`src/rtl/mrr_pkg.sv`:
```
package mrr_pkg;

   // Fixed field widths.
   localparam int IDX_W     = 6;
   localparam int DATA_W    = 32;
   localparam int CNT_W     = 7;
   localparam int STEP_W    = 30;
   localparam int CSR_IDX_W = 2;

   // Internal coordinate, ring length and dividend widths (cover MAX_DIM up to 256).
   localparam int DIM_W = 9;
   localparam int LEN_W = 11;
   localparam int DIV_W = 31;

   // Register indexes.
   localparam logic [CSR_IDX_W-1:0] CSR_ROW_COUNT = 2'd0;
   localparam logic [CSR_IDX_W-1:0] CSR_COL_COUNT = 2'd1;
   localparam logic [CSR_IDX_W-1:0] CSR_ROT_STEPS = 2'd2;

   // Request modes.
   localparam logic MODE_WRITE = 1'b0;
   localparam logic MODE_READ  = 1'b1;

   // A classified request as it travels from the front to the back.
   typedef struct packed {
      logic                     mode;
      logic [IDX_W-1:0]         row;
      logic [IDX_W-1:0]         col;
      logic signed [DATA_W-1:0] value;
      logic                     in_range;
      logic                     wr_ok;
      logic                     rotate;
      logic [LEN_W-1:0]         pos;
      logic [LEN_W-1:0]         len;
      logic [DIM_W-1:0]         top;
      logic [DIM_W-1:0]         bottom;
      logic [DIM_W-1:0]         left;
      logic [DIM_W-1:0]         right;
      logic [DIM_W-1:0]         wl;
      logic [DIM_W-1:0]         hl;
   } item_type;

   // One stage of the modulo pipeline.
   typedef struct packed {
      logic             valid;
      item_type         item;
      logic [LEN_W-1:0] rem;
      logic [DIV_W-1:0] dvd;
   } stage_type;

endpackage

```
`src/rtl/mrr_front.sv`:
```
module mrr_front #(
   parameter int MAX_DIM = 64
) (
   input  logic [mrr_pkg::CNT_W-1:0]  row_count,
   input  logic [mrr_pkg::CNT_W-1:0]  col_count,
   input  logic                       mode,
   input  logic [mrr_pkg::IDX_W-1:0]  row,
   input  logic [mrr_pkg::IDX_W-1:0]  col,
   input  logic signed [mrr_pkg::DATA_W-1:0] value,
   output mrr_pkg::item_type          item
);
   import mrr_pkg::*;

   logic [DIM_W-1:0] rc, cc, rows, cols, r, c, max_d;
   logic [DIM_W-1:0] m_a, m_b, rr, cr, k;
   logic [DIM_W-1:0] top, bottom, left, right, h, w, wl, hl;
   logic [LEN_W-1:0] pos;

   assign max_d = DIM_W'(MAX_DIM);
   assign rc    = DIM_W'(row_count);
   assign cc    = DIM_W'(col_count);
   assign r     = DIM_W'(row);
   assign c     = DIM_W'(col);

   // Counts outside the legal range are clamped.
   assign rows = (rc < DIM_W'(2)) ? DIM_W'(2) : ((rc > max_d) ? max_d : rc);
   assign cols = (cc < DIM_W'(2)) ? DIM_W'(2) : ((cc > max_d) ? max_d : cc);

   // Ring index is the distance to the nearest edge.
   assign rr  = rows - DIM_W'(1) - r;
   assign cr  = cols - DIM_W'(1) - c;
   assign m_a = (r < c) ? r : c;
   assign m_b = (rr < cr) ? rr : cr;
   assign k   = (m_a < m_b) ? m_a : m_b;

   assign top    = k;
   assign left   = k;
   assign bottom = rows - DIM_W'(1) - k;
   assign right  = cols - DIM_W'(1) - k;
   assign h      = bottom - top + DIM_W'(1);
   assign w      = right - left + DIM_W'(1);
   assign wl     = w - DIM_W'(1);
   assign hl     = h - DIM_W'(1);

   // Clockwise position of the cell on its ring.
   always_comb begin
      if (r == top) begin
         pos = LEN_W'(c - left);
      end else if (c == right) begin
         pos = LEN_W'(wl) + LEN_W'(r - top);
      end else if (r == bottom) begin
         pos = LEN_W'(wl) + LEN_W'(hl) + LEN_W'(right - c);
      end else begin
         pos = (LEN_W'(wl) << 1) + LEN_W'(hl) + LEN_W'(bottom - r);
      end
   end

   // Pack the classified request.
   always_comb begin
      item.mode     = mode;
      item.row      = row;
      item.col      = col;
      item.value    = value;
      item.in_range = (r < rows) && (c < cols);
      item.wr_ok    = (r < max_d) && (c < max_d);
      item.rotate   = (h >= DIM_W'(2)) && (w >= DIM_W'(2));
      item.pos      = pos;
      item.len      = (LEN_W'(wl) << 1) + (LEN_W'(hl) << 1);
      item.top      = top;
      item.bottom   = bottom;
      item.left     = left;
      item.right    = right;
      item.wl       = wl;
      item.hl       = hl;
   end

endmodule

```
`config.mk`:
```
export PLATFORM = sky130hd
export DESIGN_NAME = mrr_front
export DESIGN_NICKNAME = d
export VERILOG_FILES = /design/src/rtl/mrr_pkg.sv /design/src/rtl/mrr_front.sv
export SDC_FILE = /design/constraint.sdc
export NUM_CORES = 1
export LEC_CHECK = 0
export BUFFER_PORTS_ARGS = -buffer_cell sky130_fd_sc_hd__buf_2
export CORE_MARGIN = 4
export CORE_UTILIZATION = 58
export DETAILED_ROUTE_END_ITERATION = 7
export GPL_ROUTABILITY_DRIVEN = 1
export PLACE_DENSITY = 0.91
export SYNTH_ARGS = -nofsm -noshare
export SYNTH_HDL_FRONTEND = slang
export SYNTH_SLANG_ARGS = --single-unit
```
`constraint.sdc`:
```
create_clock -name vclk -period 15.4
set_input_delay 1.54 -clock vclk [all_inputs]
set_output_delay 1.54 -clock vclk [all_outputs]
set_load 0.02 [all_outputs]
```
### Word level (Yosys, flattened, before mapping)

Index checks and enable logic that the tools add are counted.

* bits in read-only memories: 0
* input port bits: 59
* output and inout bits: 124
* logic and storage cells: 51
* bits in registers: 0
* bits in latches: 0
* memories kept: 0
* bits in writable memories: 0

* shifts and indexed selects: 0
* equal/unequal tests: 3
* bitwise logic cells: 0
* add/subtract/negate cells: 22
* multiply operators: 0
* div/mod/pow operators: 0
* $lt $le $gt $ge: 13
* multiplexer cells: 10
* reduce and logical (&&, ||, !) cells: 3

Operators with widths (number)
* $sub 9x9->9: 4
* $mux 11: 3
* $mux 7: 4
* $eq 6x9->1: 3
* $add 10x10->11: 2
* $sub 6x9->10: 2
* $sub 9x6->10: 2
* $add 9x1->9 const B: 2
* $ge 9x2->1 const B: 2
* $mux 9: 2
* $sub 9x1->9 const B: 2
* $sub 9x6->9: 2
* $sub 7x1->8 const B: 2
* $gt 7x7->1 const B: 2
* $lt 6x7->1: 2
* $lt 6x7->1 const B: 2
* $lt 7x2->1 const B: 2
* $add 10x11->11: 1
* $add 10x9->11: 1
* $add 11x11->11: 1
* $add 9x9->10: 1
* $lt 6x9->1: 1
* $lt 9x9->1: 1
* $lt 6x6->1: 1
* other kinds (2): 4

### Depth between registers and ports, before layout

Gate-level depths: netlist of run 1.

* word-level depth: 18
* gate-level depth with buffers: 56
* gate-level depth less buffers: 55

### Least setup slack after synthesis of run 1

Ideal clock, no wire load.

* kind: input port to output port
* start: input port col_count[4] in the netlist's numbering
* end: output port item[75] in the netlist's numbering
* data arrival time: 12.925 ns
* stages: 49
* slack: 0.935 ns
* path buffers: 1
* data required time: 13.860 ns
* path through: nor3_1 -> nand2b_1 -> o21ai_0 -> inv_1 -> ha_1 -> inv_1 -> fa_1 -> a21o_1 -> a221o_1 -> nor2_1 -> xnor2_1 -> ha_1 -> nand4_1 -> nor2_1 -> a211oi_4 -> buf_4 -> a21oi_1 -> ha_1 -> (+13 left out) -> or2_2 -> xor2_1 -> ha_1 -> ha_1 -> xnor2_1 -> nand3b_1 -> xor2_1 -> inv_1 -> xnor2_1 -> ha_1 -> ha_1 -> a21oi_1 -> nor2_1 -> o21ai_0 -> nand2b_1 -> or3_1 -> mux2i_1 -> o31a_1

RTL lines
* start: declaration: line mrr_front.sv:5 `input logic [mrr_pkg::CNT_W-1:0] col_count,`
* end: declaration: line mrr_front.sv:10 `output mrr_pkg::item_type item`

==> out/metrics.csv, run 1 <==
stage,metric,value,unit
sta,finalHoldViolations,0,
place,routabilityCongestion,1.04,
worst_hold_path,holdCritPathClass,in2out,
die,start_util,59.8,%
global_route,grt_max_degree,16,
final_layout,drive_gt1_share,14.9,%
synth,synth.distinct_cells,81,
setup_path,path_max_fanout,12,
synth,yosys.area_share.simple,16.1,%
drt,wl,23300,um
die,dieArea,15000,sq um
job,maxCapViolCount,0,
drt,wl_met1,9570,um
sta,holdWs,3.08,ns
global_route,grt_pass1_vias,7493,
setup_path,crit_path_start_kind,primary input,
sta,slew-limit-headroom,23.4,%
final_layout,layout_commonest_cell,ha_1,
setup_path,cp_common_cell,ha_1,
synth,synth_area,7600,sq um
final_layout,final_cell_mix,"142 x ha_1, 120 x inv_1, 109 x buf_2",
setup_path,cp_slowest_stage_delay,0.65,ns
drt,drc,0,
drt,drt_first_pass_iters,6,
sta,fin_crit_sh,95.1,%
synth,muxShareOfSynthArea,1.56,%
sta,layout_min_cycle_time,14.64,ns
final_layout,area_growth_syn_to_layout,5.59,%
drt,routed_via_density,6.18,
synth,ys_seq_area_share,0,%
die,io_pins,183,
die,rows,41,
drt,postRouteAntennaNets,0,
outcome,outcome,completed,
synth,synthXorXnorAreaFrac,13.3,%
synth,synth_top_family_by_area,adder cells,
synth,syn_avg_cell_area,7.57,sq um
final_layout,fin_area,8030,sq um
final_layout,num-clock-buffers,0,
final_layout,diodes,0,
die,die_height,123,um
drt,wire_per_inst,18.8,um
place,post_dp_cell_area,7950,sq um
place,port-buffer-count,109,
drt,wl_met3,2490,um
setup_path,cp_slowest_cell,xnor2_1,
final_layout,area.sequential,0,sq um
final_layout,multi_input_area,6720,sq um
setup_path,required,13.86,ns
global_route,grt_pass1_wl,37800,um
final_layout,nNetsFinal,1297,
final_layout,num-fill-cells,1099,
global_route,grt.total_usage,31.0,%
sta,fmax,0.0683,GHz
place,hpwl,19700,um
drt,dr.max_layer_used,met5,
drt,met2_length,10200,um
drt,drtIter0Drc,627,
synth,yosys_warnings,0,
setup_path,arrival,13.10,ns
global_route,grt_overflow,0,
sta,maxSlewViolCount,0,
synth,synth_adder_area_share,31.4,%
synth,synth-compound-area-share,24.5,%
die,die_w,123,um
sta,worstMarginPinSlew,1.15,ns
sta,setup_viol,0,
synth,syn_inst,1005,
final_layout,seq_cell_count,0,
drt,vias,7651,
global_route,grt_antenna_before_repair,1,
die,core,12700,sq um
setup_path,path_class,in2out,
worst_hold_path,hold_depth,0,
setup_path,crit_path_end_kind,output pin,
final_layout,fin_util,63.1,%
-- layout make-up --
class                      count  area share (%)
inverter                     124            5.80
multi-input combinational    823            83.6
tap                          172            2.68
timing repair buffer         119            7.88
-- Yosys cell counts (7+ instances only) --
| library cell | number | area (sq um) |
|---|---|---|
| a211oi_1 | 7 | 52.6 |
| xnor2_1 | 73 | 639 |
| nand3_1 | 19 | 95.1 |
| xor2_1 | 38 | 333 |
| nor2_1 | 66 | 248 |
| nand4_1 | 7 | 43.8 |
| and2_1 | 8 | 50.1 |
| o21ai_1 | 7 | 35.0 |
| buf_4 | 60 | 450 |
| nor2b_1 | 12 | 75.1 |
| and3_1 | 8 | 50.1 |
| nand2_1 | 32 | 120 |
| nor3_1 | 17 | 85.1 |
| inv_1 | 120 | 450 |
| o211ai_1 | 12 | 90.1 |
| ha_1 | 143 | 1790 |
| fa_1 | 27 | 541 |
| nand2b_1 | 23 | 144 |
| a21o_1 | 30 | 225 |
| o21bai_1 | 26 | 195 |
| clkbuf_1 | 10 | 37.5 |
| a21oi_1 | 85 | 425 |
| o21ai_0 | 35 | 175 |
| a31oi_1 | 8 | 50.1 |
-- routing by layer --
metal  track usage (%)  vias to the layer above
met1              40.9                     3571
met5                 0                        -
met3              5.21                       78
met2              50.6                      417
li1                  -                     3583
met4              12.0                        2
-- critical path: cells and delay by family --
| kind | cells | cell delay (ns) |
|---|---|---|
| mux | 1 | 0.14 |
| compound gates | 18 | 4.15 |
| fa+ha+maj | 8 | 2.72 |
| simple gates | 14 | 2.23 |
| buf+inv | 6 | 0.71 |
| xor+xnor | 4 | 1.58 |
-- cell families after synthesis --
| kind of cell | Yosys count |
|---|---|
| AO/OA/AOI/OAI | 273 |
| XOR/XNOR | 113 |
| adder cells (fa/ha/maj) | 176 |
| buffers and inverters | 198 |
| multiplexers | 10 |
| other | 2 |
| AND/OR/NAND/NOR | 233 |
-- per-stage QoR --
| step | setup WS (ns) | std cells | TNS [ns] |
|---|---|---|---|
| after floorplan | 0.935 | 1021 | 0 |
| after global placement | 0.799 | 1234 | 0 |
| after detailed placement | 0.409 | 1234 | 0 |
| after CTS | 0.345 | 1234 | 0 |
| after global routing | -0.0173 | 1238 | -0.0173 |
| final | 0.762 | 1238 | 0 |
-- path summary, 6_finish.rpt --
kind | start | endpoint | slack [ns]
worst max-delay path | col_count[3] | item[75] | 0.76
worst min-delay path | value[22] | item[101] | 3.08
-- repair_timing --
item,CTS,global route
buffers inserted,0,4
gates resized for setup,0,7
setup endpoints to repair,0,4
hold buffers,0,0
Power of run 1 is left out: the tool's default activity adds up to more than one toggle a clock period on the data nets, which glitch-free logic cannot reach.
==> run 2: changes to the inputs <==
Settings changed: BUFFER_PORTS_ARGS -buffer_cell sky130_fd_sc_hd__buf_2 to unset, CORE_UTILIZATION 58 to 60, DONT_BUFFER_PORTS set to 1, PLACE_DENSITY 0.91 to 0.81.
==> run 2 against run 1 <==
Net effect:
- sequential share of layout area unchanged
- critical path depth increased by 2
- first-iteration DRC count is 3.8% lower
- design area shrank 5.0%
- die area is 3.1% lower
- largest cell class unchanged
- flip-flop and latch count is the same
- via count decreased by 7.8%
- non-clock buffer count down 85
==> out/metrics.csv, run 2 (same netlist as run 1, synthesis figures left out) <==
stage,metric,value,unit,change
final_layout,seq_cell_count,0,,unchanged
drt,drc,0,,unchanged
global_route,grt_pass1_vias,6836,,-8.8%
global_route,grt_pass1_wl,36300,um,-4.0%
global_route,grt.total_usage,31.0,%,about the same
global_route,grt_overflow,0,,unchanged
final_layout,nNetsFinal,1212,,-6.6%
setup_path,cp_common_cell,ha_1,,
job,maxCapViolCount,0,,unchanged
final_layout,drive_gt1_share,7.24,%,-7.7 points
sta,slew-limit-headroom,29.3,%,+6.0 points
sta,setup_viol,0,,unchanged
setup_path,crit_path_end_kind,output pin,,
place,hpwl,19400,um,-1.9%
final_layout,layout_commonest_cell,ha_1,,
setup_path,cp_slowest_cell,fa_1,,
drt,wire_per_inst,19.9,um,+5.8%
final_layout,num-fill-cells,1153,,+4.9%
die,core,12200,sq um,-4.0%
drt,wl,22900,um,-1.8%
clock_tree,cts_hold_buffers,0,,unchanged
drt,postRouteAntennaNets,0,,unchanged
die,die_w,121,um,-1.6%
die,start_util,62.3,%,+2.5 points
die,io_pins,183,,unchanged
sta,finalHoldViolations,0,,unchanged
sta,rsz0062_at_grt,no,,
final_layout,instances_no_fill,1149,,-7.2%
drt,routed_via_density,6.14,,-0.70%
sta,layout_min_cycle_time,14.62,ns,-0.0189 ns
setup_path,crit_family,compound AO/OA/AOI/OAI gates,,
drt,vias,7051,,-7.8%
final_layout,area.sequential,0,sq um,unchanged
die,dieArea,14500,sq um,-3.1%
place,routabilityCongestion,1.01,,-3.1%
sta,tns,0,ns,unchanged
final_layout,num-clock-buffers,0,,unchanged
final_layout,area_growth_syn_to_layout,0.329,%,
drt,drt_first_pass_iters,6,,unchanged
die,rows,40,,-2.4%
outcome,outcome,completed,,
sta,holdWs,3.08,ns,unchanged
final_layout,diodes,0,,unchanged
global_route,grt_antenna_before_repair,0,,-1
setup_path,arrival,13.08,ns,-0.02 ns
setup_path,crit_path_start_kind,primary input,,
sta,fmax,0.0684,GHz,+0.13%
die,die_height,121,um,-1.6%
sta,worstMarginPinSlew,1.05,ns,-0.0968 ns
place,port-buffer-count,0,,-100%
drt,drtIter0Drc,603,,-3.8%
final_layout,final_cell_mix,"143 x ha_1, 120 x inv_1, 83 x a21oi_1",,
setup_path,required,13.86,ns,about the same
setup_path,cp_slowest_stage_delay,0.43,ns,-0.22 ns
sta,fin_crit_sh,94.9,%,-0.12 points
global_route,grt_max_degree,16,,unchanged
setup_path,path_max_fanout,13,,+1
worst_hold_path,holdCritPathClass,in2out,,
place,place_inst,1145,,-7.2%
setup_path,path_class,in2out,,
setup_path,crit_buf_inv,7,,+1
sta,maxSlewViolCount,0,,unchanged
run 2: path summary, 6_finish.rpt:
path         start         to  slack [ns]  depth (start not counted)
max   col_count[4]   item[75]        0.78                         53
min      value[21]  item[100]        3.08                          0
run 2: stage by stage:
stage	worst slack, ns	util, %	cell area [sq um]
6_report	0.781	62.5	7630
2_1_floorplan	0.935	-	7660
3_3_place_gp	0.655	62.1	7580
3_5_place_dp	0.431	62.1	7580
5_1_grt	0.0678	62.5	7630
4_1_cts	0.396	62.1	7580
run 2: routing by layer:
layer,part of all wire [%],vias up,global-route usage [%]
met3,11,49,7.62
met2,43,321,49.6
met5,0,-,0
met1,42,3270,41.5
met4,3.2,0,8.85
li1,-,3411,-
run 2: final cells by class:
| type | instances | area, sq um | area share [%] |
|---|---|---|---|
| inverter | 124 | 465 | 6.10 |
| multi-input combinational | 823 | 6690 | 87.6 |
| tap | 168 | 210 | 2.76 |
| timing repair buffer | 34 | 268 | 3.51 |
run 2: what timing repair did:
action	in CTS	in global routing
buffers inserted	0	4
endpoints found under the setup margin	0	4
resized for setup	0	3
Power of run 2 is left out for the same reason.
