--- src/rtl/mrr_pkg.sv ---
package mrr_pkg;

   // Fixed field widths.
   localparam int IDX_W     = 6;
   localparam int DATA_W    = 32;
   localparam int CNT_W     = 7;
   localparam int STEP_W    = 30;
   localparam int CSR_IDX_W = 2;

   // Internal coordinate, ring length and dividend widths (cover MAX_DIM up to 256).
   localparam int DIM_W = 9;
   localparam int LEN_W = 11;
   localparam int DIV_W = 31;

   // Register indexes.
   localparam logic [CSR_IDX_W-1:0] CSR_ROW_COUNT = 2'd0;
   localparam logic [CSR_IDX_W-1:0] CSR_COL_COUNT = 2'd1;
   localparam logic [CSR_IDX_W-1:0] CSR_ROT_STEPS = 2'd2;

   // Request modes.
   localparam logic MODE_WRITE = 1'b0;
   localparam logic MODE_READ  = 1'b1;

   // A classified request as it travels from the front to the back.
   typedef struct packed {
      logic                     mode;
      logic [IDX_W-1:0]         row;
      logic [IDX_W-1:0]         col;
      logic signed [DATA_W-1:0] value;
      logic                     in_range;
      logic                     wr_ok;
      logic                     rotate;
      logic [LEN_W-1:0]         pos;
      logic [LEN_W-1:0]         len;
      logic [DIM_W-1:0]         top;
      logic [DIM_W-1:0]         bottom;
      logic [DIM_W-1:0]         left;
      logic [DIM_W-1:0]         right;
      logic [DIM_W-1:0]         wl;
      logic [DIM_W-1:0]         hl;
   } item_type;

   // One stage of the modulo pipeline.
   typedef struct packed {
      logic             valid;
      item_type         item;
      logic [LEN_W-1:0] rem;
      logic [DIV_W-1:0] dvd;
   } stage_type;

endpackage

--- src/rtl/mrr_queue.sv ---
module mrr_queue (
   input  logic              clock,
   input  logic              reset,
   input  logic              push,
   input  mrr_pkg::item_type push_item,
   output logic              not_full,
   input  logic              pop,
   output logic              not_empty,
   output mrr_pkg::item_type pop_item
);
   import mrr_pkg::*;

   item_type   entry_ff [2];
   logic       wr_ptr_ff, wr_ptr_in;
   logic       rd_ptr_ff, rd_ptr_in;
   logic [1:0] count_ff, count_in;

   assign not_full  = (count_ff != 2'd2);
   assign not_empty = (count_ff != 2'd0);
   assign pop_item  = entry_ff[rd_ptr_ff];

   // Pointer and fill count update.
   always_comb begin
      wr_ptr_in = push ? ~wr_ptr_ff : wr_ptr_ff;
      rd_ptr_in = pop ? ~rd_ptr_ff : rd_ptr_ff;
      count_in  = count_ff + 2'(push) - 2'(pop);
   end

   always_ff @(posedge clock) begin
      if (reset) begin
         wr_ptr_ff <= 1'b0;
         rd_ptr_ff <= 1'b0;
         count_ff  <= 2'd0;
      end else begin
         wr_ptr_ff <= wr_ptr_in;
         rd_ptr_ff <= rd_ptr_in;
         count_ff  <= count_in;
      end
   end

   // Entry storage.
   always_ff @(posedge clock) begin
      if (push) begin
         entry_ff[wr_ptr_ff] <= push_item;
      end
   end

endmodule

--- config.mk ---
export PLATFORM = sky130hd
export DESIGN_NAME = mrr_queue
export DESIGN_NICKNAME = d
export VERILOG_FILES = /design/src/rtl/mrr_pkg.sv /design/src/rtl/mrr_queue.sv
export SDC_FILE = /design/constraint.sdc
export NUM_CORES = 1
export LEC_CHECK = 0
export ABC_CLOCK_PERIOD_IN_PS = 9700
export BUFFER_PORTS_ARGS = -buffer_cell sky130_fd_sc_hd__buf_2
export CAP_MARGIN = 20
export CORE_UTILIZATION = 52
export DETAILED_ROUTE_END_ITERATION = 8
export PLACE_DENSITY_LB_ADDON = 0.05
export SYNTH_ARGS = -nofsm -noshare
export SYNTH_HDL_FRONTEND = slang
export SYNTH_SLANG_ARGS = --single-unit
export TNS_END_PERCENT = 30
--- constraint.sdc ---
create_clock -name clock -period 9.7 [get_ports clock]
set_input_delay 1.455 -clock clock [delete_from_list [all_inputs] [get_ports clock]]
set_output_delay 1.455 -clock clock [all_outputs]
set_load 0.02 [all_outputs]
Word-level counts from Yosys, hierarchy flattened
Memories as Yosys holds them, arrays and structs flattened. A register that Yosys moved wholly into a read port is not among the register bits.
Index checks and enable logic that the tools add are counted.
Widths: inputs -> output; s select.
{"block": "totals", "out_inout_bits": 126, "wordCells": 14, "reg_bits": 4, "ram_bits": 248, "latchBits": 0, "rom_bits": 0, "mem_count": 1}
{"block": "op_classes", "n_mul": 0, "eq_ne": 1, "mux": 4, "n_lt_le_gt_ge": 0, "n_shift": 0, "bitwise_logic": 2, "reduce_logical": 1, "div_mod_pow": 0, "n_addsub": 2}
{"name": "entry_ff", "depth": 2, "word_bits": 124, "read_ports": 1, "rd_ports_with_merged_regs": 1, "wr": 1, "line": "mrr_queue.sv:13", "rtl": "item_type entry_ff [2];"}
{"op": "$mux 1", "count": 4}
{"op": "$add 2x1->2", "count": 1}
{"op": "$ne 2x2->1 const B", "count": 1}
{"op": "$not 1->1", "count": 2}
{"op": "$reduce_bool 2->1", "count": 1}
{"op": "$sub 2x1->2", "count": 1}

Logic depth before layout (Yosys ltp)
Gate-level depths: netlist of run 1.
{"block": "logic_depth", "ltp_word": 3, "mapped_depth": 6, "ltp_nobuf": 6}

Worst setup path after synthesis of run 1
No wires, ideal clock.
{"block": "synth_path", "kind": "in2reg", "startpoint": "input push", "endpoint": "memory entry_ff[0][0] (netlist name) (enable)", "arrival_ps": 6832, "cell_stages": 1, "t_required_ps": 9077, "setup_slack_ps": 2244, "cell_sequence": "nor2b_1"}
{"block": "synth_between", "elab_chain_len": 2}
{"element": "start, declared", "line": "mrr_queue.sv:4", "rtl": "input logic push,"}
{"element": "$mux 1", "line": "mrr_queue.sv:43", "rtl": "if (push) begin"}
{"element": "$mux 1 (not written as such)", "line": "mrr_queue.sv:44", "rtl": "entry_ff[wr_ptr_ff] <= push_item;"}
{"element": "end, declared", "line": "mrr_queue.sv:13"}
Every way passes these cells.

==> impl_metrics.tcl, run 1 <==
set metrics [dict create \
    clock_sink_count 253 \
    crit_arrival_ns 2.77 \
    postCtsHoldBufs 0 \
    path_clk_slew_ns 0.06 \
    endpoint_kind "primary output" \
    syn2layout_area_growth_pct 24.56 \
    final-hold-violation-count 0 \
    placed_cells 875 \
    grt_pass1_vias 4821 \
    p_total_w 0.002568 \
    power_density_nw_per_um2 219.2 \
    fin_nets 808 \
    io_buffers 253 \
    syn-cell-area_um2 9405 \
    leakage_nw 4.536 \
    vias_per_cell 5.075 \
    core_area_um2 17480 \
    grt_start_max_net_pins 75 \
    grt_overflow 0 \
    ys_seq_elements 253 \
    worstPathRequired_ns 8.25 \
    maxCapViolations 0 \
    fin_crit_ns 4.226 \
    die_area_um2 18630 \
    cp-start-kind "flop" \
    drive_gt1_share_pct 59.86 \
    syn_inst 407 \
    wl_met2_um 8540 \
    drt-met1-wl_um 6493 \
    hpwl_um 11010 \
    crit_path_top_delay_cell "dfxtp_4" \
    post_cts_buffers 0 \
    path_buf_inv 3 \
    htreeDepth 1 \
    ys_types 15 \
    ys_seq_area_share_pct 80.24 \
    cts_tree "done" \
    wire_per_inst_um 18.28 \
    slew_headroom_pct 40.43 \
    fin_ws_ns 5.474 \
    dp_slack_ns 5.657 \
    final_antenna_net_count 0 \
    dr_wl_met3_um 1591 \
    hold_path.class "flop to flop" \
    setup_viol_count_final 0 \
    cpPeakStageDelay_ns 0.91 \
    crit_chain "buf_4 > buf_16 > mux2_2 > buf_2" \
    vdd_drop_max_mv 0.1718 \
    core.rowCount 48 \
    drv_slew 0 \
    grt_pass1_wl_um 24470 \
    drtIter0Drc 234 \
    vias 4679 \
    worst_skew_pair.late_latency_ns 0.50 \
    ys_warn_count 0 \
    syn_avg_cell_area_um2 23.11 \
    topRoutingLayerUsed "met4" \
    timing.critical_path.max_delay_family "buffers and inverters" \
    drtPass1Iterations 4 \
    place.gp.congestion 0.7403 \
    finalSetupTns_ns 0 \
    status "completed" \
    rsz0062_at_grt "no" \
    cts_buffers 25 \
    drc 0 \
    cts_resized 0 \
    ios 254 \
    skew_ns 0.01121 \
    fmax_mhz 236.7 \
    cts_root_buffer "clkbuf_16" \
    clock_path_buffers 3 \
    stdcell_count 922 \
    worst_pin_slew_ns 0.8935 \
    post-route-period-util_pct 43.56 \
    grt_usage_pct 17.51 \
    path_max_fanout 57 \
    dieWidth_um 136.5 \
    die_h_um 136.5 \
    start_util_pct 53.82 \
    worstSetupPathType "flop to primary output" \
    synth_nets 537 \
    hold_slack_ns 0.5520 \
    antenna_found_initial 3 \
    wl_um 16850 \
]
## cells in the final DEF (no fill, tap or decap), drive strengths merged
cell / n
mux2: 124
edfxtp: 248
clkbuf: 30
inv: 2
ha: 2
nor2: 4
nor2b: 2
and2: 1
buf: 258
clkinv: 9
nand2: 1
bufinv: 4
dfxtp: 5
or2: 1
clkinvlp: 1
xnor3: 1
xnor2: 2
diode: 2
## report_power, final
group	switching (W)	total (W)	internal (W)
combinational	0.000179	0.000320	0.000141
clock	0.000369	0.000944	0.000575
sequential	0.0000265	0.00130	0.00128
## metal layers
metal  vias up  GRT usage, %
li1       2166             -
met4         0         4.753
met2       183         29.98
met3        20         5.889
met1      2310         21.17
met5         -             0
## final cells by class
class	count	area, um^2
antenna	2	5.005
clock buffer	30	644.4
clock inverter	14	161.4
fill	1230	5762
inverter	2	7.507
multi-input combinational	138	1740
sequential	253	7551
tap	225	281.5
timing repair buffer	258	1324
## per-stage QoR
step                      instance area [um^2]  util, %
after floorplan                           9405        -
after global placement                   10880    62.24
after detailed placement                 10880    62.24
after CTS                                11680    66.85
after global routing                     11710    67.02
final                                    11720    67.03
## path summary, 6_finish.rpt
| check | end | startpoint | slack, ns | cells after the start |
|---|---|---|---|---|
| worst min register to register | flop | rd_ptr_ff | 0.55 | 2 |
| worst max register to register | entry_ff[1][2] | wr_ptr_ff | 7.32 | 2 |
| worst min-delay path | flop | rd_ptr_ff | 0.55 | 2 |
| worst max-delay path | pop_item[12] | flop | 5.47 | 4 |
## registers in the layout, summed over array words and instances, names as in the netlist, named ones only
register   count
wr_ptr_ff      1
rd_ptr_ff      1
entry_ff     248
count_ff       2
## worst reg2reg max path, cell delays in order (launching register included)
cell     delay, ns
dfxtp_1       0.41
and2_4        0.71
buf_4         0.86
## synth_stat cells (all sizes together)
cell,instances,area share [%]
and2,1,0.067
buf,14,1.3
dfxtp,5,1.1
edfxtp,248,79
ha,2,0.27
inv,2,0.080
mux2,124,17
nand2,1,0.040
nor2,4,0.16
nor2b,2,0.13
or2,1,0.067
xnor2,2,0.19
xnor3,1,0.24
## cells by family (layout without fill, tap and decap cells)
group / Yosys count / count (layout) / share of synthesized area, %
DFF: 253 / 253 / 80.24
muxes: 124 / 124 / 17.24
buffers and inverters: 16 / 304 / 1.357
and+or+nand+nor: 9 / 9 / 0.4656
xor gates and xnor gates: 3 / 3 / 0.4257
adders and majority gates: 2 / 2 / 0.2660
other: 0 / 2 / 0
Note: power is estimated with default switching activity, not from simulation.
==> run 2: changes to the inputs <==
--- a/config.mk
+++ b/config.mk
@@ -5,10 +5,10 @@
 export SDC_FILE = /design/constraint.sdc
 export NUM_CORES = 1
 export LEC_CHECK = 0
-export ABC_CLOCK_PERIOD_IN_PS = 9700
+export ABC_CLOCK_PERIOD_IN_PS = 3600
 export BUFFER_PORTS_ARGS = -buffer_cell sky130_fd_sc_hd__buf_2
 export CAP_MARGIN = 20
-export CORE_UTILIZATION = 52
+export CORE_UTILIZATION = 47
 export DETAILED_ROUTE_END_ITERATION = 8
 export PLACE_DENSITY_LB_ADDON = 0.05
 export SYNTH_ARGS = -nofsm -noshare
==> constraint.sdc (replaced) <==
create_clock -name clock -period 3.6 [get_ports clock]
set_input_delay 0.54 -clock clock [delete_from_list [all_inputs] [get_ports clock]]
set_output_delay 0.54 -clock clock [all_outputs]
set_load 0.02 [all_outputs]
==> impl_metrics.tcl, run 2 (synthesis gave the netlist of run 1 again) <==
set metrics [dict create \
    post_cts_buffers 0 \
    clock_sink_count 253 \
    crit_arrival_ns 2.27 \
    worstPathRequired_ns 3.06 \
    htreeDepth 1 \
    worst_skew_pair.late_latency_ns 0.51 \
    start_util_pct 48.17 \
    endpoint_kind "primary output" \
    vias 4642 \
    cts_tree "done" \
    ios 254 \
    cts_resized 0 \
    io_buffers 253 \
    setup_viol_count_final 0 \
    r2r-start "wr_ptr_ff" \
    top_regs "entry_ff: 248 flops, count_ff: 2 flops" \
    wire_per_inst_um 17.80 \
    leakage_nw 4.546 \
    skew_ns 0.005208 \
    final_common_cell "buf_2" \
    finalSetupTns_ns 0 \
    status "completed" \
    min_path_cells 1 \
    core.rowCount 51 \
    dp_slack_ns 1.306 \
    final_cell_mix "253 x buf_2, 248 x edfxtp_1, 64 x mux2_2" \
    die_area_um2 20580 \
    max_flop_register "entry_ff" \
    maxCapViolations 0 \
    largest_register_ffs 248 \
    dieWidth_um 143.5 \
    grt_pass1_vias 4780 \
    final_antenna_net_count 0 \
    path_max_fanout 45 \
    hpwl_um 11280 \
    power_density_nw_per_um2 581.3 \
    drtPass1Iterations 4 \
    fmax_mhz 355.4 \
    die_h_um 143.5 \
    core_area_um2 19530 \
    grt_usage_pct 16.47 \
    crit_chain "buf_12 > mux2_2 > buf_2" \
    slew_headroom_pct 40.81 \
    grt_pass1_wl_um 25470 \
    syn2layout_area_growth_pct 25.21 \
    post-route-period-util_pct 78.15 \
    vias_per_cell 4.795 \
    worstSetupPathType "flop to primary output" \
    path_buf_inv 2 \
    fin_crit_ns 2.814 \
    cts_root_buffer "clkbuf_16" \
    drv_slew 0 \
    cp-start-kind "flop" \
    postCtsHoldBufs 0 \
    vdd_drop_max_mv 0.3641 \
    wl_um 17230 \
    antenna_found_initial 2 \
    worst_pin_slew_ns 0.8879 \
    drtIter0Drc 241 \
    drc 0 \
    cpPeakStageDelay_ns 0.77 \
    cts_buffers 27 \
    timing.critical_path.max_delay_family "flip-flops" \
    grt_overflow 0 \
    clock_path_buffers 3 \
    path_clk_slew_ns 0.06 \
    rsz0062_at_grt "no" \
    final-hold-violation-count 0 \
    reg2regPathDepth 2 \
    grt_start_max_net_pins 65 \
    place.gp.congestion 0.7064 \
    fin_nets 812 \
    crit_path_top_delay_cell "dfxtp_4" \
    hold_path.class "input port to flop" \
    drive_gt1_share_pct 59.77 \
    crit_cells 3 \
    fin_ws_ns 0.7865 \
    hold_path_startpoint "push_item[68]" \
]
==> run 2: cell types whose count changed in the layout (fill, tap and decap cells not counted), sizes merged <==
cell | previous run | this run
buf | 258 | 260
bufinv | 4 | 1
clkbuf | 30 | 39
clkinv | 9 | 8
clkinvlp | 1 | 0
==> run 2: power breakdown <==
group / switching, W / internal, W
logic: 0.000490 / 0.000384
registers: 0.0000639 / 0.00344
clock network: 0.00102 / 0.00145
==> run 2: metrics by stage <==
step	area [um^2]	utilization, %	hold slack [ns]	total power [W]	instances
floorplan	9413	-	0.4799	0.004149	407
global placement	10990	56.27	0.4952	0.004435	918
detailed placement	10990	56.27	0.5137	0.004458	918
CTS	11770	60.28	0.1858	0.006935	966
global route	11770	60.28	0.1848	0.007118	966
finish	11780	60.31	0.2138	0.006846	968
==> run 2: final timing paths <==
| path | slack [ns] | end |
|---|---|---|
| max | 0.79 | pop_item[0] |
| min | 0.21 | entry_ff[1][68] |
| max reg2reg | 1.95 | entry_ff[1][91] |
| min reg2reg | 0.52 | rd_ptr_ff |
==> run 2: per-layer routing <==
layer	routed length, um	vias up	part of all wire, %	GRT usage [%]
li1	-	2172	-	-
met4	350	0	2.0	5.375
met2	8550	180	50	27.47
met3	1523	29	8.8	5.698
met5	0	-	0	0
met1	6810	2261	40	20.03
==> run 2: area by class of cell <==
type / count / area [um^2]
multi-input cells: 138 / 1740
inverters: 2 / 7.507
flip-flops and latches: 253 / 7551
repair buffers: 260 / 1356
clock buffers: 39 / 720.7
well taps: 265 / 331.6
diodes: 2 / 5.005
clock inverters: 9 / 63.81
fillers: 1525 / 7750
==> run 3: changes to the inputs <==
--- a/config.mk
+++ b/config.mk
@@ -5,7 +5,8 @@
 export SDC_FILE = /design/constraint.sdc
 export NUM_CORES = 1
 export LEC_CHECK = 0
-export ABC_CLOCK_PERIOD_IN_PS = 3600
+export ABC_AREA = 1
+export ABC_CLOCK_PERIOD_IN_PS = 2500
 export BUFFER_PORTS_ARGS = -buffer_cell sky130_fd_sc_hd__buf_2
 export CAP_MARGIN = 20
 export CORE_UTILIZATION = 47
==> constraint.sdc (replaced) <==
create_clock -name clock -period 2.5 [get_ports clock]
set_input_delay 0.375 -clock clock [delete_from_list [all_inputs] [get_ports clock]]
set_output_delay 0.375 -clock clock [all_outputs]
set_load 0.02 [all_outputs]
==> impl_metrics.tcl, run 3 <==
set metrics [dict create \
    r2r-start "wr_ptr_ff" \
    synth_nets 547 \
    worstPathRequired_ns 2.12 \
    die_area_um2 20600 \
    drc 0 \
    drtPass1Iterations 4 \
    core.rowCount 51 \
    vias 4683 \
    slew_headroom_pct 74.06 \
    drtIter0Drc 143 \
    timing.critical_path.max_delay_family "buffers and inverters" \
    final_antenna_net_count 0 \
    vdd_drop_max_mv 0.6000 \
    hold_path.class "input port to flop" \
    grt_start_max_net_pins 68 \
    hold_slack_ns 0.04628 \
    rsz0062_at_grt "no" \
    maxCapViolations 0 \
    crit_arrival_ns 1.80 \
    dp_slack_ns 0.8580 \
    fin_nets 821 \
    syn2layout_area_growth_pct 25.79 \
    ys_top_cells_by_area "edfxtp_1 79%, mux2_4 9.6%, mux2_2 7.7%, dfxtp_1 1.1%, buf_6 0.96%" \
    final_area_um2 11840 \
    final_common_cell "buf_2" \
    wire_per_inst_um 17.55 \
    drv_slew 0 \
    syn-cell-area_um2 9413 \
    status "completed" \
    place.gp.congestion 0.7181 \
    crit_chain "buf_12 > mux2_2 > buf_2" \
    grt_pass1_vias 4894 \
    postLayoutCoreUtil_pct 60.64 \
    clock_sink_count 253 \
    max_flop_register "entry_ff" \
    crit_path_top_delay_cell "dfxtp_4" \
    cts_buffers 26 \
    fin_crit_ns 2.173 \
    io_buffers 253 \
    setup_viol_count_final 0 \
    reg2regPathDepth 3 \
    rr_endpoint "entry_ff[1][108]" \
    fmax_mhz 460.1 \
    ys_warn_count 0 \
    whs_endpoint "entry_ff[1][36]" \
    antenna_found_initial 2 \
    drive_gt1_share_pct 59.72 \
    grt_usage_pct 16.45 \
    postCtsHoldBufs 0 \
    final-hold-violation-count 0 \
    cts_root_buffer "clkbuf_16" \
    ys_seq_elements 253 \
    largest_register_ffs 248 \
    yosysTopAreaCellShare_pct 79.12 \
    top_regs "entry_ff: 248 flops, count_ff: 2 flops" \
    final_cell_mix "253 x buf_2, 248 x edfxtp_1, 64 x mux2_2" \
    crit_cells 3 \
    dpl-instance-area_um2 11060 \
    cts_tree "done" \
    ys_seq_area_share_pct 80.18 \
    htreeDepth 1 \
    placed_cells 928 \
    rrSetupSlack_ns 1.21 \
    fin_ws_ns 0.3265 \
    grt_overflow 0 \
    path_buf_inv 2 \
    yosysMostFrequentCell "edfxtp_1" \
    hpwl_um 11220 \
    ios 254 \
    synth_edf_count 248 \
    die_h_um 143.5 \
    path_max_fanout 51 \
    start_util_pct 48.21 \
    ys_types 14 \
    worst_pin_slew_ns 0.3891 \
    path_clk_slew_ns 0.06 \
    core_area_um2 19530 \
    power_density_nw_per_um2 813.0 \
    post_cts_buffers 0 \
    vias_per_cell 4.798 \
    wl_um 17130 \
    clock_path_buffers 3 \
    synthArstFlopShare_pct 0 \
    post-route-period-util_pct 86.94 \
    hold_path_startpoint "push_item[36]" \
    yosysTopAreaCell "edfxtp_1" \
    skew_ns 0.006126 \
    synthTopCellsByCount "248 x edfxtp_1, 64 x mux2_2, 60 x mux2_4" \
    ys.flop_type "edfxtp_1" \
    dieWidth_um 143.5 \
    syn_avg_cell_area_um2 22.57 \
    min_path_cells 1 \
    stdcell_count 976 \
    endpoint_kind "primary output" \
    cpPeakStageDelay_ns 0.38 \
    leakage_nw 4.563 \
    cts_resized 0 \
    syn_inst 417 \
    worstSetupPathType "flop to primary output" \
    cp-start-kind "flop" \
    worst_skew_pair.late_latency_ns 0.51 \
    grt_pass1_wl_um 25330 \
]
run 3: cells by family after synthesis:
family	share of synthesized area [%]
flip-flops	80.18
multiplexers	17.23
buffers and inverters	1.595
AND/OR/NAND/NOR	0.5847
adder cells (fa/ha/maj)	0.2658
AO/OA/AOI/OAI	0.05312
XOR/XNOR	0.09306
run 3: power by group:
group	switching [W]	internal, W	leakage, nW
combinational	0.000685	0.000523	1.82
sequential	0.0000562	0.00491	2.37
clock	0.00149	0.00196	0.369
total	0.00223	0.00740	4.56
run 3: how the worst max path moves through the flow:
stage | start | endpoint | slack (ns)
2_1_floorplan | push | entry_ff[0][0] | -0.14
3_3_place_gp | flop | pop_item[60] | 0.87
3_5_place_dp | flop | pop_item[19] | 0.86
4_1_cts | flop | pop_item[19] | 0.29
5_1_grt | flop | pop_item[19] | 0.25
6_report | flop | pop_item[123] | 0.33
run 3: layout make-up:
type                    count  area, um^2
clock buffers              30       686.9
well taps                 265       331.6
multi-input cells         142        1739
inverters                   8       46.29
clock inverters            17       87.58
diodes                      1       2.502
flip-flops and latches    253        7552
fillers                  1504        7686
repair buffers            260        1394
run 3: metal layers:
| metal | wire length [um] | GRT usage (%) | up-vias | part of all wire (%) |
|---|---|---|---|---|
| met1 | 6341 | 19.05 | 2274 | 37 |
| met2 | 8662 | 27.85 | 183 | 51 |
| met4 | 354 | 5.431 | 2 | 2.1 |
| met5 | 8 | 0 | - | 0.047 |
| met3 | 1759 | 6.531 | 26 | 10 |
| li1 | - | - | 2198 | - |
run 3: through the flow:
stage / setup TNS [ns] / total power (W)
global route: 0 / 0.01000
global placement: 0 / 0.006258
CTS: 0 / 0.009763
detailed placement: 0 / 0.006289
floorplan: -34.13 / 0.005864
finish: 0 / 0.009626
run 3: worst register-to-register path, stage by stage (launching register included):
cell	delay, ns
dfxtp_2	0.41
nand2_8	0.06
clkinvlp_4	0.11
buf_12	0.34
